--- src/sv/imubr_pkg.sv ---
package imubr_pkg;

   localparam int MAX_WINDOW_DEF  = 128;
   localparam int SAMPLE_BITS_DEF = 16;
   localparam int CFG_BITS        = 8;
   localparam int VEL_BITS        = 40;
   localparam int POS_BITS        = 56;
   localparam logic [CFG_BITS-1:0] WINDOW_RESET = 8'd100;

   typedef enum logic [2:0] {
      ST_CLEAR,
      ST_IDLE,
      ST_READ,
      ST_DIV_INIT,
      ST_DIV,
      ST_VEL,
      ST_POS,
      ST_DONE
   } state_type;

   typedef struct packed {
      logic take;
      logic clear;
      logic update;
      logic div_start;
      logic div_step;
      logic vel;
      logic pos;
      logic load_out;
   } cmd_type;

   typedef struct packed {
      logic clear_done;
      logic req_valid;
      logic out_busy;
   } sts_type;

endpackage

--- src/sv/imubr_ctrl.sv ---
module imubr_ctrl #(
   parameter int DIV_STEPS = 23
) (
   input  logic               clock,
   input  logic               reset,
   input  imubr_pkg::sts_type sts,
   output imubr_pkg::cmd_type cmd
);
   import imubr_pkg::*;

   localparam int CNTW = $clog2(DIV_STEPS + 1);

   state_type       state_ff, state_in;
   logic [CNTW-1:0] cnt_ff, cnt_in;

   always_ff @(posedge clock) begin
      if (reset) begin
         state_ff <= ST_CLEAR;
         cnt_ff   <= '0;
      end else begin
         state_ff <= state_in;
         cnt_ff   <= cnt_in;
      end
   end

   always_comb begin
      state_in = state_ff;
      cnt_in   = cnt_ff;
      cmd      = '0;
      case (state_ff)
         ST_CLEAR: begin
            cmd.clear = 1'b1;
            if (sts.clear_done) state_in = ST_IDLE;
         end
         ST_IDLE: begin
            cmd.take = 1'b1;
            if (sts.req_valid) state_in = ST_READ;
         end
         ST_READ: begin
            cmd.update = 1'b1;
            state_in   = ST_DIV_INIT;
         end
         ST_DIV_INIT: begin
            cmd.div_start = 1'b1;
            cnt_in        = '0;
            state_in      = ST_DIV;
         end
         ST_DIV: begin
            cmd.div_step = 1'b1;
            cnt_in       = cnt_ff + CNTW'(1);
            if (cnt_ff == CNTW'(DIV_STEPS - 1)) state_in = ST_VEL;
         end
         ST_VEL: begin
            cmd.vel  = 1'b1;
            state_in = ST_POS;
         end
         ST_POS: begin
            cmd.pos  = 1'b1;
            state_in = ST_DONE;
         end
         ST_DONE: begin
            if (!sts.out_busy) begin
               cmd.load_out = 1'b1;
               state_in     = ST_IDLE;
            end
         end
         default: state_in = ST_CLEAR;
      endcase
   end

endmodule

--- config.mk ---
export PLATFORM = sky130hd
export DESIGN_NAME = imubr_ctrl
export DESIGN_NICKNAME = d
export VERILOG_FILES = /design/src/sv/imubr_pkg.sv /design/src/sv/imubr_ctrl.sv
export SDC_FILE = /design/constraint.sdc
export NUM_CORES = 1
export LEC_CHECK = 0
export ABC_AREA = 1
export ABC_CLOCK_PERIOD_IN_PS = 1100
export BUFFER_PORTS_ARGS = -buffer_cell sky130_fd_sc_hd__buf_2
export CAP_MARGIN = 30
export CORE_UTILIZATION = 30
export DETAILED_ROUTE_END_ITERATION = 7
export REMOVE_ABC_BUFFERS = 1
export SYNTH_ARGS = -nofsm -noshare
export SYNTH_HDL_FRONTEND = slang
export SYNTH_SLANG_ARGS = --single-unit
--- constraint.sdc ---
create_clock -name clock -period 1.1 [get_ports clock]
set_input_delay 0.165 -clock clock [delete_from_list [all_inputs] [get_ports clock]]
set_output_delay 0.165 -clock clock [all_outputs]
set_load 0.05 [all_outputs]
* Word level (Yosys, flattened, before mapping) *
Cells that the tools add are included.

storage, ports and cells
  flip-flop bits (word level) = 8
  latch bits = 0
  memory bits (writable) = 0
  memory bits (read-only) = 0
  bits of input ports = 5
  output and inout bits = 8
  word-level logic and storage cells = 33
  memories kept = 0

operators by class
  add/subtract/negate cells = 1
  multipliers = 0
  div/mod/pow operators = 0
  order comparisons = 0
  eq/ne operators = 12
  shift operators = 0
  mux-type cells = 15
  bitwise gates (word level) = 0
  reduce and logical (&&, ||, !) cells = 3

operators with widths
  kind                                                                   number
  3-bit case mux with 8 select lines                                     1
  3-bit equality test, second input constant                             4
  3-bit two-way mux                                                      4
  5-bit case mux with 2 select lines                                     1
  1-bit two-way mux                                                      9
  2-bit inequality test, second input constant                           4
  3-bit by 2-bit equality test with 1-bit output, second input constant  2
  5-bit by 1-bit adder with 5-bit output, second input constant          1
  5-bit equality test, second input constant                             1
  4-bit AND reduction                                                    1
  3-bit by 1-bit equality test with 1-bit output, second input constant  1
  3-bit logical NOT                                                      1
  2-bit nonzero test                                                     1

* Longest topological paths before layout *
  depth after elaboration = 3
  depth in mapped cells = 9
  mapped depth without buffers = 9

* Least setup slack after synthesis *
Ideal clock, no wire load.

  path kind = register to output
  from = reg state_ff[1]
  to = out cmd[0] (netlist bit)
  arrival time = 1,589 ps
  data required time = 935 ps
  path slack = -654 ps
  stages on the path, launching flop included = 4
  path buffers = 1
  cells stage by stage = dfxtp_1 > buf_6 > nand2_1 > nor3_1

RTL lines
  element                 line              text
  start, declared         imubr_ctrl.sv:13  state_type state_ff, state_in;
  start signal, assigned  imubr_ctrl.sv:21  state_ff <= state_in;
  end, declared           imubr_ctrl.sv:7   output imubr_pkg::cmd_type cmd

==> impl_metrics.xml <==
<?xml version="1.0" encoding="UTF-8"?>
<metrics>
  <group name="pwr">
    <metric name="power.combinational.fraction" unit="%">69.6</metric>
    <metric name="power.sequential.fraction" unit="%">21.0</metric>
    <metric name="power.switching_fraction" unit="%">46.6</metric>
    <metric name="switchingPower" unit="mW">1.07</metric>
    <metric name="vdd_ir_drop_max" unit="uV">1030</metric>
    <metric name="total_internal_power" unit="mW">1.23</metric>
    <metric name="leakage" unit="nW">0.499</metric>
    <metric name="power_per_cell_area" unit="mW/mm^2">2010</metric>
    <metric name="power.clock.fraction" unit="%">9.4</metric>
    <metric name="post-layout-total-power" unit="mW">2.30</metric>
  </group>
  <group name="floorplan">
    <metric name="horiz_die_dim" unit="um">46.6</metric>
    <metric name="floorplan.core_area" unit="sq mm">0.00180</metric>
    <metric name="design.die.area" unit="sq mm">0.00217</metric>
    <metric name="floorplan.initialDensity" unit="%">33.1</metric>
    <metric name="die_height" unit="um">46.6</metric>
    <metric name="num_ports" unit="">13</metric>
    <metric name="std_cell_rows" unit="">15</metric>
  </group>
  <group name="worst_setup_path">
    <metric name="critical_path_required" unit="ns">0.94</metric>
    <metric name="slowest_stage" unit="">sky130_fd_sc_hd__dfxtp_4</metric>
    <metric name="cp.arrival" unit="ns">1.15</metric>
    <metric name="slowest_cell_delay_on_critical_path" unit="ns">0.37</metric>
    <metric name="timing_worst_setup_path_type" unit="">reg2out</metric>
    <metric name="worst_path_dominant_cell_family" unit="">flip-flops</metric>
    <metric name="worst_path_maximum_fanout" unit="">7</metric>
    <metric name="crit_path_start_kind" unit="">flop</metric>
    <metric name="worst_path_most_repeated_cell" unit="">sky130_fd_sc_hd__buf_6</metric>
    <metric name="path_buf_inv" unit="">3</metric>
    <metric name="end_kind" unit="">primary output</metric>
    <metric name="cp_cell_sequence" unit="">buf_6 -&gt; nor2_4 -&gt; inv_2 -&gt; nor2_2 -&gt; buf_6</metric>
  </group>
  <group name="detailed_routing">
    <metric name="firstDrtPassIters" unit="">4</metric>
    <metric name="postRouteWirelength" unit="mm">1.74</metric>
    <metric name="first_iter_violations" unit="">9</metric>
    <metric name="detail-route-antenna-nets" unit="">0</metric>
    <metric name="vias" unit="">696</metric>
    <metric name="avgViaCountPerCell" unit="">4.73</metric>
    <metric name="detail_route.drc_violations" unit="">0</metric>
    <metric name="post_drt_wl_per_cell" unit="um">11.8</metric>
  </group>
  <group name="sta">
    <metric name="rsz0062_at_grt" unit="">true</metric>
    <metric name="clock_skew" unit="ns">0.00716</metric>
    <metric name="worst_hold_slack" unit="ns">0.120</metric>
    <metric name="max_slew_margin" unit="%">86.8</metric>
    <metric name="max_slew.worst_pin.slew" unit="ns">0.197</metric>
    <metric name="count_of_endpoints_failing_setup_in_the_final_report" unit="">15</metric>
    <metric name="post-route-period-util" unit="%">120</metric>
    <metric name="fin_crit" unit="ns">1.32</metric>
    <metric name="postLayoutSetupSlackWorst" unit="ns">-0.216</metric>
    <metric name="report.final.slew_viol_count" unit="">0</metric>
    <metric name="finalHoldViolations" unit="">0</metric>
    <metric name="max_clk_rate" unit="MHz">760</metric>
  </group>
  <group name="synth">
    <metric name="synthesis.area" unit="sq um">597</metric>
    <metric name="synth_flop_cell" unit="">sky130_fd_sc_hd__dfxtp_1</metric>
    <metric name="number_of_synthesized_flops_with_an_enable_pin" unit="">0</metric>
    <metric name="ys.warnings.count" unit="">0</metric>
    <metric name="synth-async-reset-ratio" unit="%">0</metric>
    <metric name="ys_seq_elements" unit="">8</metric>
    <metric name="netlist_instances" unit="">87</metric>
    <metric name="post_synth_num_cell_types" unit="">24</metric>
    <metric name="synth_seq_area_share" unit="%">26.8</metric>
    <metric name="syn_area_per_cell" unit="sq um">6.86</metric>
  </group>
  <group name="clock_tree">
    <metric name="cts_max_path_buffers" unit="">2</metric>
    <metric name="cts.root.buffer_cell" unit="">sky130_fd_sc_hd__clkbuf_4</metric>
    <metric name="worst_skew_pair.late_latency" unit="ns">0.25</metric>
    <metric name="cts.sinks" unit="">8</metric>
    <metric name="tritoncts" unit="">built</metric>
    <metric name="cts-buffers-inserted" unit="">3</metric>
    <metric name="htree_levels" unit="">1</metric>
    <metric name="clk_pin_slew" unit="ns">0.05</metric>
  </group>
  <group name="finish">
    <metric name="filler_cell_count" unit="">167</metric>
    <metric name="syn_to_final_growth" unit="%">92.5</metric>
    <metric name="num-nets-final" unit="">131</metric>
    <metric name="final_cell_mix" unit="">16 x sky130_fd_sc_hd__buf_6, 15 x sky130_fd_sc_hd__nand2_1, 10 x sky130_fd_sc_hd__buf_4</metric>
    <metric name="antenna-diode-count" unit="">0</metric>
    <metric name="fraction_of_layout_instances_using_a_drive_strength_above_1" unit="%">69.7</metric>
    <metric name="final_common_cell" unit="">sky130_fd_sc_hd__buf_6</metric>
  </group>
  <group name="global_routing">
    <metric name="grtUsageTotal" unit="%">16.5</metric>
    <metric name="grt_max_degree" unit="">8</metric>
    <metric name="globalRouteOverflowTotal" unit="">0</metric>
    <metric name="first_pass_grt_wire_length" unit="mm">2.57</metric>
    <metric name="antenna_found_initial" unit="">0</metric>
    <metric name="grt_pass1_vias" unit="">641</metric>
  </group>
  <group name="run">
    <metric name="maximum_capacitance_violations" unit="">0</metric>
  </group>
  <group name="worst_hold_path">
    <metric name="timing.hold.worst.class" unit="">in2reg</metric>
  </group>
  <group name="placement">
    <metric name="dp.final_hpwl" unit="mm">1.05</metric>
    <metric name="place.gp.congestion" unit="">0.818</metric>
    <metric name="io_buffers" unit="">12</metric>
  </group>
  <group name="status">
    <metric name="status" unit="">finished with violations</metric>
    <metric name="failed_checks" unit="">setup timing</metric>
  </group>
</metrics>
-- worst register-to-register path: stages, from the launching register on --
cell                      delay (ns)
sky130_fd_sc_hd__dfxtp_4        0.37
sky130_fd_sc_hd__buf_12         0.14
sky130_fd_sc_hd__nor2_8         0.09
sky130_fd_sc_hd__nand2_4        0.08
sky130_fd_sc_hd__buf_6          0.14
sky130_fd_sc_hd__nor2_4         0.09
sky130_fd_sc_hd__nor2_4         0.05
sky130_fd_sc_hd__a21oi_2        0.10
sky130_fd_sc_hd__nor2_1         0.05
-- final timing paths --
kind          startpoint           to  slack [ns]  cells after the start
min                reset    cnt_ff[1]        0.12                      2
max reg2reg  state_ff[1]  state_ff[1]       -0.12                      8
min reg2reg    cnt_ff[2]    cnt_ff[2]        0.51                      2
max          state_ff[1]       cmd[7]       -0.22                      5
-- metal layers --
layer	up-vias	GRT usage [%]	part of all wire (%)
met5	-	0	0
met4	0	6.47	0.46
met3	2	2.35	2.5
met2	15	31.9	60
met1	334	17.4	37
li1	345	-	-
-- final cells by class --
type	instances	area [sq um]	share of cell area, %
multi-input cells	61	502	43.7
repair buffers	35	355	30.9
clock buffers	3	22.5	1.96
flip-flops and latches	8	174	15.1
inverters	15	63.8	5.56
well taps	25	31.3	2.72
-- stage by stage --
| stage | TNS, ns | cell area (sq um) | std cells | utilization [%] | worst slack, ns |
|---|---|---|---|---|---|
| CTS | -1.64 | 993 | 145 | 55.1 | -0.229 |
| global placement | -2.02 | 752 | 134 | 41.7 | -0.173 |
| finish | -1.88 | 1150 | 147 | 63.7 | -0.216 |
| floorplan | -4.35 | 563 | 84 | - | -0.836 |
| detailed placement | -2.28 | 752 | 134 | 41.7 | -0.196 |
| global route | -2.83 | 1150 | 147 | 63.7 | -0.287 |
-- synth_stat cells (2+ instances only) --
| cell | number | area (sq um) |
|---|---|---|
| sky130_fd_sc_hd__nand2_1 | 20 | 75.1 |
| sky130_fd_sc_hd__nor2_2 | 2 | 12.5 |
| sky130_fd_sc_hd__buf_6 | 3 | 33.8 |
| sky130_fd_sc_hd__nand3_1 | 2 | 10.0 |
| sky130_fd_sc_hd__nand4_1 | 2 | 12.5 |
| sky130_fd_sc_hd__inv_2 | 2 | 7.51 |
| sky130_fd_sc_hd__ha_1 | 2 | 25.0 |
| sky130_fd_sc_hd__dfxtp_1 | 8 | 160 |
| sky130_fd_sc_hd__nand3_2 | 3 | 30.0 |
| sky130_fd_sc_hd__inv_1 | 12 | 45.0 |
| sky130_fd_sc_hd__o21ai_0 | 2 | 10.0 |
| sky130_fd_sc_hd__nor3_1 | 4 | 20.0 |
| sky130_fd_sc_hd__a21oi_1 | 5 | 25.0 |
| sky130_fd_sc_hd__nor2_1 | 10 | 37.5 |
-- state kept, by name, summed over array words and instances (netlist names) --
name and flops:
state_ff 3, cnt_ff 5
-- cells by family (layout without fill, tap and decap cells) --
logic type               Yosys count  after routing  synth area share [%]
AO/OA/AOI/OAI                     10             10                  9.22
AND/OR/NAND/NOR                   49             49                  44.2
buffers and inverters             18             53                  15.5
adder cells (fa/ha/maj)            2              2                  4.19
flip-flops                         8              8                  26.8
-- power by group through the flow --
stage	Combinational, mW	Clock [mW]	Sequential [mW]
2_1_floorplan	0.673	0	0.462
3_3_place_gp	0.928	0	0.464
3_5_place_dp	0.935	0	0.467
4_1_cts	1.32	0.231	0.480
5_1_grt	1.71	0.250	0.496
6_report	1.61	0.216	0.484
-- what timing repair did --
action	in CTS	in global routing
resized for setup	52	35
endpoints found under the setup margin	16	15
pin swaps	10	9
hold buffers	0	0
buffers inserted	8	2
Note: power is estimated with default switching activity, not from simulation.
